**config.mk**
```make
export PLATFORM = sky130hd
export DESIGN_NAME = tpkt_cotp_rdp_negotiation_parser
export DESIGN_NICKNAME = d
export VERILOG_FILES = /design/src/rdpneg_pkg.sv /design/src/tpkt_cotp_rdp_negotiation_parser.sv /design/src/rdpneg_core.sv
export SDC_FILE = /design/constraint.sdc
export NUM_CORES = 1
export LEC_CHECK = 0
export ABC_CLOCK_PERIOD_IN_PS = 4500
export CAP_MARGIN = 20
export CORE_ASPECT_RATIO = 0.6
export CORE_UTILIZATION = 58
export CTS_CLUSTER_DIAMETER = 40
export DETAILED_ROUTE_END_ITERATION = 8
export DONT_BUFFER_PORTS = 1
export PLACE_DENSITY_LB_ADDON = 0.08
export SLEW_MARGIN = 30
export SYNTH_ARGS = -nofsm -noshare
export SYNTH_HDL_FRONTEND = slang
export SYNTH_HIERARCHICAL = 1
export SYNTH_SLANG_ARGS = --single-unit
```
**constraint.sdc**
```tcl
create_clock -name clk -period 4.5 [get_ports clk]
set_input_delay 0.675 -clock clk [delete_from_list [all_inputs] [get_ports clk]]
set_output_delay 0.675 -clock clk [all_outputs]
set_load 0.02 [all_outputs]
```
**src/rdpneg_pkg.sv**
```systemverilog
// ----------------------------------------------------------------------------
// rdpneg_pkg
// Types and constants for the TPKT / COTP / RDP negotiation reply parser.
// ----------------------------------------------------------------------------
package rdpneg_pkg;

	typedef struct packed {
		logic       starts_stream;
		logic [7:0] data_byte;
	} in_word_t;

	typedef struct packed {
		logic [2:0]  event_code;
		logic [31:0] negotiation_result;
		logic [7:0]  negotiation_flags;
	} out_word_t;

	// One event from the parser core; at most one per accepted byte.
	typedef struct packed {
		logic      valid;
		out_word_t word;
	} evt_t;

	typedef enum logic [2:0] {
		EV_NLA_SUPPORTED   = 3'd0,
		EV_NLA_UNUSED      = 3'd1,
		EV_NLA_UNSUPPORTED = 3'd2,
		EV_FAILURE         = 3'd3,
		EV_UNKNOWN_COTP    = 3'd4,
		EV_NOT_TPKT        = 3'd5,
		EV_BAD_COTP_LEN    = 3'd6,
		EV_BAD_NEG_LEN     = 3'd7
	} evt_code_t;

	typedef enum logic [5:0] {
		TP_VERSION  = 6'b000001,
		TP_RESERVED = 6'b000010,
		TP_LEN_HI   = 6'b000100,
		TP_LEN_LO   = 6'b001000,
		TP_CONTENT  = 6'b010000,
		TP_DEAD     = 6'b100000
	} tp_state_t;

	typedef enum logic [8:0] {
		CO_LENGTH  = 9'b000000001,
		CO_TYPE    = 9'b000000010,
		CO_REF0    = 9'b000000100,
		CO_REF1    = 9'b000001000,
		CO_REF2    = 9'b000010000,
		CO_REF3    = 9'b000100000,
		CO_CLASS   = 9'b001000000,
		CO_CONTENT = 9'b010000000,
		CO_DONE    = 9'b100000000
	} co_state_t;

	typedef enum logic [8:0] {
		NG_TYPE     = 9'b000000001,
		NG_FLAGS    = 9'b000000010,
		NG_LENGTH   = 9'b000000100,
		NG_RESERVED = 9'b000001000,
		NG_RESULT0  = 9'b000010000,
		NG_RESULT1  = 9'b000100000,
		NG_RESULT2  = 9'b001000000,
		NG_RESULT3  = 9'b010000000,
		NG_DONE     = 9'b100000000
	} ng_state_t;

	localparam logic [7:0]  TPKT_VERSION         = 8'd3;
	localparam logic [15:0] TPKT_HDR_LEN         = 16'd4;
	localparam logic [7:0]  COTP_MIN_LEN         = 8'd6;
	localparam logic [7:0]  COTP_CC_PDU          = 8'hd0;
	localparam logic [7:0]  NEG_MIN_LEN          = 8'd4;
	localparam logic [7:0]  NEG_TYPE_RESPONSE    = 8'd2;
	localparam logic [7:0]  NEG_TYPE_FAILURE     = 8'd3;
	localparam logic [31:0] NEG_FAIL_UNSUPPORTED = 32'd5;

endpackage

```
**src/tpkt_cotp_rdp_negotiation_parser.sv**
```systemverilog
// ----------------------------------------------------------------------------
// tpkt_cotp_rdp_negotiation_parser
// Parses an RDP connection reply byte by byte and reports the NLA verdict or a parse error.
// ----------------------------------------------------------------------------
// Each event is registered in the event buffer and leaves it in arrival order.
// Throughput: one byte per cycle; the two-word event buffer lets input run on
// while an event waits, and input stalls only when both buffer words are full.
// Reset clears all layer state and empties the event buffer.
module tpkt_cotp_rdp_negotiation_parser import rdpneg_pkg::*; (
	input  logic      clk,
	input  logic      arst_n,
	input  logic      in_valid,
	output logic      in_ready,
	input  in_word_t  in_data,
	output logic      out_valid,
	input  logic      out_ready,
	output out_word_t out_data
);

	evt_t       evt;
	logic       accept, push, pop;
	logic       head_q;
	logic [1:0] cnt_q;
	logic       tail;
	out_word_t  buf_q [2];

	assign in_ready = (cnt_q != 2'd2);
	assign accept   = in_valid & in_ready;
	assign push     = accept & evt.valid;
	assign out_valid = (cnt_q != 2'd0);
	assign pop      = out_valid & out_ready;
	assign tail     = head_q ^ cnt_q[0];
	assign out_data = buf_q[head_q];

	rdpneg_core u_core (
		.clk     (clk),
		.arst_n  (arst_n),
		.step    (accept),
		.in_data (in_data),
		.evt     (evt)
	);

	always_ff @(posedge clk) begin
		if (push)
			buf_q[tail] <= evt.word;
	end

	always_ff @(posedge clk or negedge arst_n) begin
		if (!arst_n) begin
			head_q <= 1'b0;
			cnt_q  <= 2'd0;
		end else begin
			if (pop)
				head_q <= ~head_q;
			if (push && !pop)
				cnt_q <= cnt_q + 2'd1;
			else if (pop && !push)
				cnt_q <= cnt_q - 2'd1;
		end
	end

	a_cnt_range: assert property (@(posedge clk) disable iff (!arst_n)
		cnt_q != 2'd3)
		else $error("event buffer count out of range");

	a_err_no_data: assert property (@(posedge clk) disable iff (!arst_n)
		(evt.valid && evt.word.event_code[2]) |->
		(evt.word.negotiation_result == 32'd0 && evt.word.negotiation_flags == 8'd0))
		else $error("error event carries negotiation data");

	a_push_count: assert property (@(posedge clk) disable iff (!arst_n)
		(push && !pop) |=> (cnt_q == $past(cnt_q) + 2'd1))
		else $error("event lost on push");

	a_push_data: assert property (@(posedge clk) disable iff (!arst_n)
		(push && cnt_q == 2'd0) |=> (out_data == $past(evt.word)))
		else $error("event buffer shows wrong word");

endmodule

```
**src/rdpneg_core.sv**
```systemverilog
// ----------------------------------------------------------------------------
// rdpneg_core
// Layer state of the reply parser and the per-byte update of all three layers.
// ----------------------------------------------------------------------------
module rdpneg_core import rdpneg_pkg::*; (
	input  logic     clk,
	input  logic     arst_n,
	input  logic     step,
	input  in_word_t in_data,
	output evt_t     evt
);

	tp_state_t   tp_q, c_tp, n_tp;
	logic [15:0] trem_q, c_trem, n_trem;
	co_state_t   co_q, c_co, n_co;
	logic [7:0]  crem_q, c_crem, n_crem;
	logic [7:0]  ckind_q, c_ckind, n_ckind;
	ng_state_t   ng_q, c_ng, n_ng;
	logic [7:0]  nkind_q, c_nkind, n_nkind;
	logic [7:0]  flags_q, c_flags, n_flags;
	logic [7:0]  nrem_q, c_nrem, n_nrem;
	logic [31:0] word_q, c_word, n_word;

	logic [7:0]  b;
	logic [15:0] len;
	logic [31:0] w;

	assign b = in_data.data_byte;

	always_comb begin
		// A stream start clears every layer before the byte is parsed.
		if (in_data.starts_stream) begin
			c_tp    = TP_VERSION;
			c_trem  = '0;
			c_co    = CO_LENGTH;
			c_crem  = '0;
			c_ckind = '0;
			c_ng    = NG_TYPE;
			c_nkind = '0;
			c_flags = '0;
			c_nrem  = '0;
			c_word  = '0;
		end else begin
			c_tp    = tp_q;
			c_trem  = trem_q;
			c_co    = co_q;
			c_crem  = crem_q;
			c_ckind = ckind_q;
			c_ng    = ng_q;
			c_nkind = nkind_q;
			c_flags = flags_q;
			c_nrem  = nrem_q;
			c_word  = word_q;
		end

		n_tp    = c_tp;
		n_trem  = c_trem;
		n_co    = c_co;
		n_crem  = c_crem;
		n_ckind = c_ckind;
		n_ng    = c_ng;
		n_nkind = c_nkind;
		n_flags = c_flags;
		n_nrem  = c_nrem;
		n_word  = c_word;
		evt     = '0;
		len     = c_trem | {8'h00, b};
		w       = {b, c_word[31:8]};

		unique case (c_tp)
			TP_VERSION: begin
				if (b != TPKT_VERSION) begin
					n_tp                 = TP_DEAD;
					evt.valid            = 1'b1;
					evt.word.event_code  = EV_NOT_TPKT;
				end else begin
					n_trem = '0;
					n_co   = CO_LENGTH;
					n_tp   = TP_RESERVED;
				end
			end
			TP_RESERVED: n_tp = TP_LEN_HI;
			TP_LEN_HI: begin
				n_trem = {b, 8'h00};
				n_tp   = TP_LEN_LO;
			end
			TP_LEN_LO: begin
				if (len < TPKT_HDR_LEN) begin
					n_trem              = len;
					n_tp                = TP_DEAD;
					evt.valid           = 1'b1;
					evt.word.event_code = EV_NOT_TPKT;
				end else begin
					n_trem = len - TPKT_HDR_LEN;
					n_tp   = (len != TPKT_HDR_LEN) ? TP_CONTENT : TP_VERSION;
				end
			end
			TP_CONTENT: begin
				n_trem = c_trem - 16'd1;
				if (c_trem == 16'd1)
					n_tp = TP_VERSION;
				unique case (c_co)
					CO_LENGTH: begin
						if (b < COTP_MIN_LEN) begin
							n_co                = CO_DONE;
							evt.valid           = 1'b1;
							evt.word.event_code = EV_BAD_COTP_LEN;
						end else begin
							n_crem = b - COTP_MIN_LEN;
							n_co   = CO_TYPE;
						end
					end
					CO_TYPE: begin
						n_ckind = b;
						n_co    = CO_REF0;
					end
					CO_REF0: n_co = CO_REF1;
					CO_REF1: n_co = CO_REF2;
					CO_REF2: n_co = CO_REF3;
					CO_REF3: n_co = CO_CLASS;
					CO_CLASS: begin
						n_ng = NG_TYPE;
						n_co = (c_crem != 8'd0) ? CO_CONTENT : CO_DONE;
					end
					CO_CONTENT: begin
						if (c_ckind != COTP_CC_PDU) begin
							n_co                = CO_DONE;
							evt.valid           = 1'b1;
							evt.word.event_code = EV_UNKNOWN_COTP;
						end else begin
							n_crem = c_crem - 8'd1;
							if (c_crem == 8'd1)
								n_co = CO_DONE;
							unique case (c_ng)
								NG_TYPE: begin
									n_nkind = b;
									n_ng    = NG_FLAGS;
								end
								NG_FLAGS: begin
									n_flags = b;
									n_ng    = NG_LENGTH;
								end
								NG_LENGTH: begin
									if (b < NEG_MIN_LEN) begin
										n_ng                = NG_DONE;
										evt.valid           = 1'b1;
										evt.word.event_code = EV_BAD_NEG_LEN;
									end else begin
										n_nrem = b - NEG_MIN_LEN;
										n_ng   = NG_RESERVED;
									end
								end
								NG_RESERVED: begin
									if (c_nkind == NEG_TYPE_RESPONSE ||
									    c_nkind == NEG_TYPE_FAILURE) begin
										n_word = '0;
										n_ng   = NG_RESULT0;
									end else begin
										n_ng = NG_DONE;
									end
								end
								NG_RESULT0, NG_RESULT1, NG_RESULT2, NG_RESULT3: begin
									if (c_nrem == 8'd0) begin
										n_ng = NG_DONE;
									end else begin
										n_nrem = c_nrem - 8'd1;
										n_word = w;
										unique case (c_ng)
											NG_RESULT0: n_ng = NG_RESULT1;
											NG_RESULT1: n_ng = NG_RESULT2;
											NG_RESULT2: n_ng = NG_RESULT3;
											default: begin
												// Last result byte: give the verdict.
												n_ng      = NG_DONE;
												evt.valid = 1'b1;
												evt.word.negotiation_result = w;
												evt.word.negotiation_flags  = c_flags;
												if (c_nkind == NEG_TYPE_RESPONSE)
													evt.word.event_code = w[1] ?
														EV_NLA_SUPPORTED : EV_NLA_UNUSED;
												else
													evt.word.event_code =
														(w == NEG_FAIL_UNSUPPORTED) ?
														EV_NLA_UNSUPPORTED : EV_FAILURE;
											end
										endcase
									end
								end
								NG_DONE: ;
								default: n_ng = NG_DONE;
							endcase
						end
					end
					CO_DONE: ;
					default: n_co = CO_DONE;
				endcase
			end
			TP_DEAD: ;
			default: n_tp = TP_DEAD;
		endcase
	end

	always_ff @(posedge clk or negedge arst_n) begin
		if (!arst_n) begin
			tp_q    <= TP_VERSION;
			trem_q  <= '0;
			co_q    <= CO_LENGTH;
			crem_q  <= '0;
			ckind_q <= '0;
			ng_q    <= NG_TYPE;
			nkind_q <= '0;
			flags_q <= '0;
			nrem_q  <= '0;
			word_q  <= '0;
		end else if (step) begin
			tp_q    <= n_tp;
			trem_q  <= n_trem;
			co_q    <= n_co;
			crem_q  <= n_crem;
			ckind_q <= n_ckind;
			ng_q    <= n_ng;
			nkind_q <= n_nkind;
			flags_q <= n_flags;
			nrem_q  <= n_nrem;
			word_q  <= n_word;
		end
	end

endmodule
```
# Word-level counts from Yosys, hierarchy flattened
# Memories as Yosys holds them, arrays and structs flattened.
# Index checks and enable logic that the tools add are counted.
# word_totals
elab_cells,154
mem_count,1
ramBits,86
register_bits,115
# memory_table
memory,words,width,rd,rd_ports_with_merged_regs,write_ports,line,source
buf_q,2,43,1,0,1,tpkt_cotp_rdp_negotiation_parser.sv:25,out_word_t buf_q [2];
# op_classes
n_reduce_logical,11
eq_ne,33
n_mux,80
bitwise_logic,6
n_lt_le_gt_ge,3
addsub,8
# ops
operator,n
$mux W32,6
$mux W8,23
$mux W40,4
$mux W9,12
$mux W44,2
$pmux W9 S9,1
$pmux W16 S4,1
$pmux W32 S2,1
$pmux W9 S6,1
$mux W16,3
$pmux W6 S6,1
$pmux W9 S2,2
$eq A32 B3 Y1 const B,1
$pmux W8 S2,2
$pmux W9 S3,1
$mux W6,4
$mux W4,5
$eq A9 B1 Y1 const B,2
$eq A9 B2 Y1 const B,2
$eq A9 B3 Y1 const B,2
$eq A9 B4 Y1 const B,2
$eq A9 B5 Y1 const B,2
$eq A9 B6 Y1 const B,2
$eq A9 B7 Y1 const B,2
41 further kinds,57

# Longest topological paths before layout
# Gate-level depths: netlist (run 1).
# depth
ltp_word,15
depth_mapped,17

# By module
# Netlist (run 1), hierarchy kept.
# modules_own_cells
module,instances,seq_area_each_um2,area_each_um2,cells_per_inst
rdpneg_core,1,2606.2,7195.7,860
tpkt_cotp_rdp_negotiation_parser,1,2657.5,3422.0,156

# Worst setup path after synthesis (run 1)
# No wires, ideal clock.
# synth_timing
kind,input -> register
start,input port in_data[8] (netlist name)
end,"memory buf_q[0][0] (netlist name), enable pin"
setup_slack_ns,-0.422
arrival_time_ns,4.478
stages,13
t_required_ns,4.057
cell_sequence,buf_2 inv_1 clkbuf_1 buf_1 nand2_1 ha_1 a31o_2 clkbuf_1 nand3_1 a32oi_1 nand2_1 nand2_1 nor2_1
# synth_lines
element,line,source
from (decl),tpkt_cotp_rdp_negotiation_parser.sv:14,"input in_word_t in_data,"
to (decl),tpkt_cotp_rdp_negotiation_parser.sv:25,

==> summary.md, run 1 <==
| Metric | Value |
|---|---|
| Outcome | `completed` |
| Synth unique cells | `83` |
| Sequential power share | `0.459` |
| Mean post-synth cell area | `10.5 um^2` |
| Synth-to-Final Area Change | `6.32%` |
| Largest net degree at the start of global routing | `105` |
| PnR worst setup slack | `0.829 ns` |
| Relative slew slack | `0.392` |
| CP endpoint kind | `flip-flop` |
| Critical Path Max Stage Delay | `0.51 ns` |
| Die footprint | `18900 um^2` |
| Post-synth ARST share | `0.554` |
| Most common cell after layout, fill and taps aside | `dfrtp_1` |
| Chip Width | `177 um` |
| Port bufs | `0` |
| Core footprint | `17500 um^2` |
| Worst Max-Slew Pin Slew | `0.904 ns` |
| Final Cycle Share | `0.816` |
| Post-cts sizing count | `0` |
| Dpl ws | `0.802 ns` |
| Crit path DAT | `3.74 ns` |
| First-pass GRT wire length | `47500 um` |
| Clock latency on the worst-skew pair | `0.44 ns` |
| Max Slew Vio Count | `0` |
| CP Cell Sequence | `nor2b_1 > or2_2 > inv_1 > ha_1 > nor3b_1 > o2111ai_1 > nor2_1 > buf_4 > a21oi_1 > nand2_1 > nand2_1 > nor2_4 > buf_4` |
| Maximum buffer depth of the clock tree | `2` |
| Grt met2 use | `0.437` |
| RSZ-0062 raised after global routing | `false` |
| Drt drc | `0` |
| Area occupied by multi-input gates | `4960 um^2` |
| Vias per cell | `7.08` |
| MaxCap Viol Count | `0` |
| Register area | `5270 um^2` |
| H-tree lvl count | `4` |
| CP max-delay cell | `buf_4` |
| # clock sinks | `193` |
| Net Switching | `1.58 mW` |
| Final GP Congestion | `0.989` |
| CP Class | `flip-flop to flip-flop` |
| Post-synthesis register bit count | `193` |
| Mapped Nets | `1041` |
| GR Util met3 | `0.148` |
| Clk slew on worst S/H paths | `0.07 ns` |
| Most used routing layer | `met1` |
| Min Clock Period, post-route | `3.67 ns` |
| CP Max Fanout | `43` |
| Vias | `8722` |
| Post-Syn Area | `10600 um^2` |
| R2R Path Start | `u_core/trem_q[2]` |
| Post-placement cell area | `10700 um^2` |
| Achievable frequency | `0.272 GHz` |
| Most frequent cells in the layout | `dfrtp_1 (103), edfxtp_1 (86), nand2_1 (77)` |
| Initial DRC Count | `1273` |
| Grt ovf | `0` |
| CP top delay family | `simple AND/OR/NAND/NOR gates` |
| Number of global-route vias before repair | `8016` |
| Final core occ | `0.645` |
| CP startpoint | `u_core/trem_q[2]` |
| Critical path buffers and inverters | `3` |
| Setup Skew | `0.0113 ns` |
| Final Hold Fails | `0` |
| Met1 GRT Util | `0.514` |
| Antenna Nets Post-Route | `0` |
| Sw Share | `0.330` |
| CTS Root Cell | `clkbuf_16` |
| HP Class | `input pin to async pin` |
| Power per cell area | `424 nW/um^2` |
| Max IR drop VDD | `0.000316 V` |
| WL per Instance | `25.2 um` |
| Total Wirelength | `31000 um` |
| Fillers | `1352` |
| Startpoint types | `flip-flop` |
| Rows | `37` |
| Final setup vio count | `0` |
| All-Layer GR Usage | `0.340` |
| Post-synthesis sequential area ratio | `0.496` |
| Final instance area | `11300 um^2` |
| TritonCTS Buffers | `17` |
| Placed Cells incl. Taps | `1199` |
| Starting Density | `0.607` |
| Total power | `4.79 mW` |
| Io pins | `58` |
| Diodes inserted | `0` |
| Yosys synthesis warning count | `6` |
| Die Y | `107 um` |
| Nets@finish | `1010` |
| Most used DFF post-synth | `dfrtp_1` |
| Worst endpoint required time | `4.57 ns` |
| Clock share of power | `0.284` |
| HPWL after DPL | `21400 um` |
| Drt pass-1 iters | `6` |
| Combinational Power Share | `0.256` |
| Post-synth EDFFs | `86` |
| Lkg Pwr | `4.32 nW` |
| Layout cell share with drive strength beyond 1 | `0.118` |
| Non-Filler Instances | `1232` |
| CTS tree | `done` |
| Cell-internal power | `3.21 mW` |
| Syn Inst Count | `1016` |
| Initial antenna violation count | `1` |
synthesized netlist by cell type (4+ instances only):
cell	n	area share
dfrtp_1	104	0.25
edfxtp_1	86	0.24
nand2_1	77	0.027
nor2_1	69	0.024
o21ai_0	61	0.029
a22o_1	53	0.044
clkbuf_1	47	0.017
a21oi_1	46	0.022
and2_1	38	0.022
nor3_1	37	0.017
mux2_4	30	0.042
inv_1	27	0.0095
nor4_1	24	0.014
nand3_1	23	0.011
o211ai_1	17	0.012
mux2_2	16	0.017
o22ai_1	16	0.0094
nand4_1	14	0.0082
ha_1	12	0.014
buf_2	11	0.0052
nand2b_1	11	0.0065
xnor2_1	11	0.0091
a31oi_1	10	0.0059
nor2b_1	10	0.0059
or4_1	10	0.0071
a21o_1	9	0.0064
a32o_1	9	0.0085
xor2_1	9	0.0074
and3_1	6	0.0035
buf_6	6	0.0064
nor3b_1	6	0.0042
nor4b_1	6	0.0049
o2111ai_1	5	0.0041
o21a_1	5	0.0035
o2bb2ai_1	5	0.0041
o31ai_1	5	0.0035
or3_1	5	0.0029
buf_1	4	0.0014
o21ai_1	4	0.0019
o311ai_0	4	0.0033
or2_2	4	0.0024
per-stage QoR:
step	setup TNS, ns	hold WS (ns)
finish	0	0.0743
global route	0	0.0476
CTS	0	0.0537
detailed placement	0	0.386
global placement	0	0.386
floorplan	-36.27	0.379
logic make-up (layout without fill, tap and decap cells):
family | count (synthesis) | in the layout | synth area share
and+or+nand+nor | 356 | 356 | 0.177
AOI/OAI and AO/OA | 291 | 291 | 0.195
DFF | 193 | 193 | 0.496
buffers and inverters | 95 | 77 | 0.0391
muxes | 49 | 49 | 0.0622
xor gates and xnor gates | 20 | 20 | 0.0165
adders and majority gates | 12 | 12 | 0.0141
what timing repair did:
item / 4_1_cts / 5_1_grt
setup buffers: 0 / 0
hold endpoints to repair: 104 / 0
hold buffers: 1 / 0
worst register-to-register path, delay by kind of cell (launching register included):
kind / cells / cell delay, ns
fa+ha+maj: 1 / 0.16
compound gates: 2 / 0.47
simple gates: 7 / 1.40
buf+inv: 3 / 0.76
flops: 1 / 0.47
final cells by class:
type                            instances  share of cell area
Sequential cell                       193               0.466
Timing Repair Buffer                   18              0.0137
Clock inverter                          9             0.00532
Multi-Input combinational cell        728               0.439
Tap cell                              234              0.0259
Clock buffer                           23              0.0406
Inverter                               27             0.00898
final timing paths:
path	cells after the start	endpoint	slack [ns]
max reg2reg	13	buf_q[0][3]	0.83
min	0	u_core/co_q[0]	0.07
min in group clk	1	u_core/word_q[21]	0.38
min reg2reg	1	u_core/flags_q[0]	0.50
max	13	buf_q[0][3]	0.83
max in group asynchronous	1	u_core/flags_q[3]	3.89
per-layer routing:
metal,routed length [um],part of all wire
met3,4750,0.15
met2,12100,0.39
met1,13700,0.44
met4,432,0.014
met5,0,0
flip-flops by register name (all words and copies together), names as in the netlist, 9 cells and up:
register and count:
buf_q 86, u_core/ng_q 9, u_core/trem_q 16, u_core/co_q 9, u_core/word_q 24
power groups by stage:
stage / combinational [mW] / clock (mW) / sequential [mW]
2_1_floorplan: 1.05 / 0 / 2.16
3_3_place_gp: 1.17 / 0 / 2.21
3_5_place_dp: 1.18 / 0 / 2.23
4_1_cts: 1.21 / 1.39 / 2.19
5_1_grt: 1.30 / 1.45 / 2.22
6_report: 1.23 / 1.36 / 2.20
Power figures use the tool's default switching activity.
==> run 2, diff against run 1 <==
- ABC_CLOCK_PERIOD_IN_PS: 4500 -> 3700
- CORE_UTILIZATION: 58 -> 60
- clock period: 4.5 -> 3.7 ns (I/O delays scaled with it)
==> run 2 against run 1 <==
Net effect: maximum frequency increased by 6.3%; combinational power is 20% higher; via count rose by 3.9%; sequential cell count unchanged; clock power is 34% higher; highest routed layer unchanged.
==> summary.md, run 2 (synthesis gave the netlist of run 1 again) <==
| Metric | Value |
|---|---|
| Grt ovf | `0 (unchanged)` |
| R2r setup slk | `0.25 ns (-0.58 ns)` |
| Rows | `37 (unchanged)` |
| Max reg flops | `86 (unchanged)` |
| Fillers | `1301 (-3.8%)` |
| Placed Cells incl. Taps | `1209 (+0.83%)` |
| Drt drc | `0 (unchanged)` |
| Vias | `9061 (+3.9%)` |
| Layout cell share with drive strength beyond 1 | `0.134 (+0.0157)` |
| Max IR drop VDD | `0.000429 V (+36%)` |
| Post-CTS Setup Bufs | `0 (unchanged)` |
| Maximum buffer depth of the clock tree | `2 (unchanged)` |
| Core footprint | `17200 um^2 (-1.6%)` |
| CP endpoint kind | `flip-flop` |
| Die footprint | `18200 um^2 (-3.3%)` |
| Lkg Pwr | `4.42 nW (+2.3%)` |
| Antenna Nets Post-Route | `0 (unchanged)` |
| First-pass GRT wire length | `52300 um (+10%)` |
| WL per Instance | `27.6 um (+9.5%)` |
| Most frequent cells in the layout | `dfrtp_1 (103), edfxtp_1 (86), nand2_1 (77)` |
| Final core occ | `0.666 (+0.0212)` |
| CTS tree | `done` |
| Reg-to-reg endpoint | `cnt_q[1]` |
| Port bufs | `0 (unchanged)` |
| Clock latency on the worst-skew pair | `0.44 ns (about the same)` |
| Largest net degree at the start of global routing | `108 (+2.9%)` |
| Worst Max-Slew Pin Slew | `0.890 ns (-0.0136 ns)` |
| Initial DRC Count | `1583 (+24%)` |
| Min Clock Period, post-route | `3.45 ns (-0.217 ns)` |
| Final setup vio count | `0 (unchanged)` |
| Final Cycle Share | `0.934 (+0.118)` |
| Power per cell area | `526 nW/um^2 (+24%)` |
| Max Slew Vio Count | `0 (unchanged)` |
| Startpoint types | `flip-flop` |
| R2R Path Start | `u_core/co_q[2]` |
| Setup Skew | `0.0173 ns (+0.00604 ns)` |
| PnR worst setup slack | `0.245 ns (-0.583 ns)` |
| Number of global-route vias before repair | `8400 (+4.8%)` |
| Outcome | `completed` |
| CTS Root Cell | `clkbuf_16` |
| Synth-to-Final Area Change | `8.06%` |
| Final Hold Fails | `0 (unchanged)` |
| Most common cell after layout, fill and taps aside | `dfrtp_1` |
| Reg2reg path depth | `11 (-2)` |
| # clock sinks | `193 (unchanged)` |
| Total Wirelength | `34200 um (+10%)` |
| Nets@finish | `1020 (+0.99%)` |
| TritonCTS Buffers | `17 (unchanged)` |
| Diodes inserted | `0 (unchanged)` |
| Worst endpoint required time | `4.02 ns (-0.55 ns)` |
| Drt pass-1 iters | `6 (unchanged)` |
| Crit path DAT | `3.77 ns (+0.03 ns)` |
| Relative slew slack | `0.402 (+0.0101)` |
| Starting Density | `0.617 (+0.00979)` |
| CP Class | `flip-flop to flip-flop` |
| All-Layer GR Usage | `0.385 (+0.0449)` |
| CP Max Fanout | `9 (-79%)` |
| Regs by FF count | `buf_q: 86 flops, u_core/word_q: 24 flops, u_core/trem_q: 16 flops` |
| RSZ-0062 raised after global routing | `false` |
| H-tree lvl count | `4 (unchanged)` |
| Die Y | `105 um (-1.7%)` |
| Vias per cell | `7.30 (+3.1%)` |
| Clk slew on worst S/H paths | `0.08 ns (about the same)` |
| Chip Width | `174 um (-1.7%)` |
| HP Class | `input pin to async pin` |
| Dpl ws | `0.385 ns (-0.416 ns)` |
| Initial antenna violation count | `0 (-1)` |
| Non-Filler Instances | `1242 (+0.81%)` |
| Total power | `6.03 mW (+26%)` |
| Achievable frequency | `0.289 GHz (+6.3%)` |
| Final GP Congestion | `1.02 (+3.0%)` |
| Io pins | `58 (unchanged)` |
| HPWL after DPL | `23500 um (+10%)` |
| Largest reg by FF count | `buf_q` |
| MaxCap Viol Count | `0 (unchanged)` |
| WHS | `0.0385 ns (-0.0358 ns)` |
run 2: worst max-delay path by stage:
stage / from / to / slack, ns / cells after the start
final: u_core/co_q[2] / cnt_q[1] / 0.25 / 11
after global routing: u_core/trem_q[2] / cnt_q[1] / 0.02 / 15
after CTS: u_core/trem_q[2] / cnt_q[1] / 0.39 / 14
after detailed placement: in_data[8] / u_core/word_q[13] / 0.39 / 7
after global placement: in_data[8] / cnt_q[1] / 0.48 / 15
after floorplan: in_data[8] / buf_q[0][0] / -0.41 / 13
run 2: per-stage QoR:
step,cell area (um^2),TNS [ns]
3_3_place_gp,10800,0
6_report,11500,0
2_1_floorplan,10600,-35.31
3_5_place_dp,10800,0
5_1_grt,11500,0
4_1_cts,11500,0
run 2: layout make-up:
type | count | area [um^2] | share of cell area
Tap cell | 234 | 293 | 0.0255
Multi-Input combinational cell | 728 | 4970 | 0.433
Clock inverter | 9 | 65.1 | 0.00567
Inverter | 27 | 101 | 0.00883
Sequential cell | 193 | 5270 | 0.459
Clock buffer | 23 | 520 | 0.0454
Timing Repair Buffer | 28 | 255 | 0.0222
run 2: timing repair:
item / in CTS / in global routing
endpoints found under the setup margin: 0 / 1
hold buffers: 1 / 0
resized for setup: 0 / 1
endpoints found under the hold margin: 107 / 0
run 2: report_power, final:
group	switching [mW]	leakage, nW	internal (mW)
sequential	0.246	2.21	2.49
combinational	0.909	1.92	0.565
clock	0.821	0.292	1.00
total	1.98	4.42	4.06
run 2: layer usage:
| metal | share of wire | global-route usage | vias up |
|---|---|---|---|
| met1 | 0.43 | 0.597 | 4400 |
| met3 | 0.16 | 0.168 | 77 |
| met5 | 0 | 0 | - |
| li1 | - | - | 3815 |
| met4 | 0.018 | 0.0746 | 0 |
| met2 | 0.39 | 0.485 | 769 |
run 2: worst max-delay path, stage by stage, from the launching register on:
cell and delay, ns:
dfrtp_1 0.48, nor4_2 0.59, a41oi_1 0.54, nor2_1 0.55
a32oi_1 0.11, nand2_1 0.15, nand2_1 0.17, nor2b_1 0.15
ha_1 0.19, xor2_1 0.19, nor2_1 0.07, xor2_1 0.14
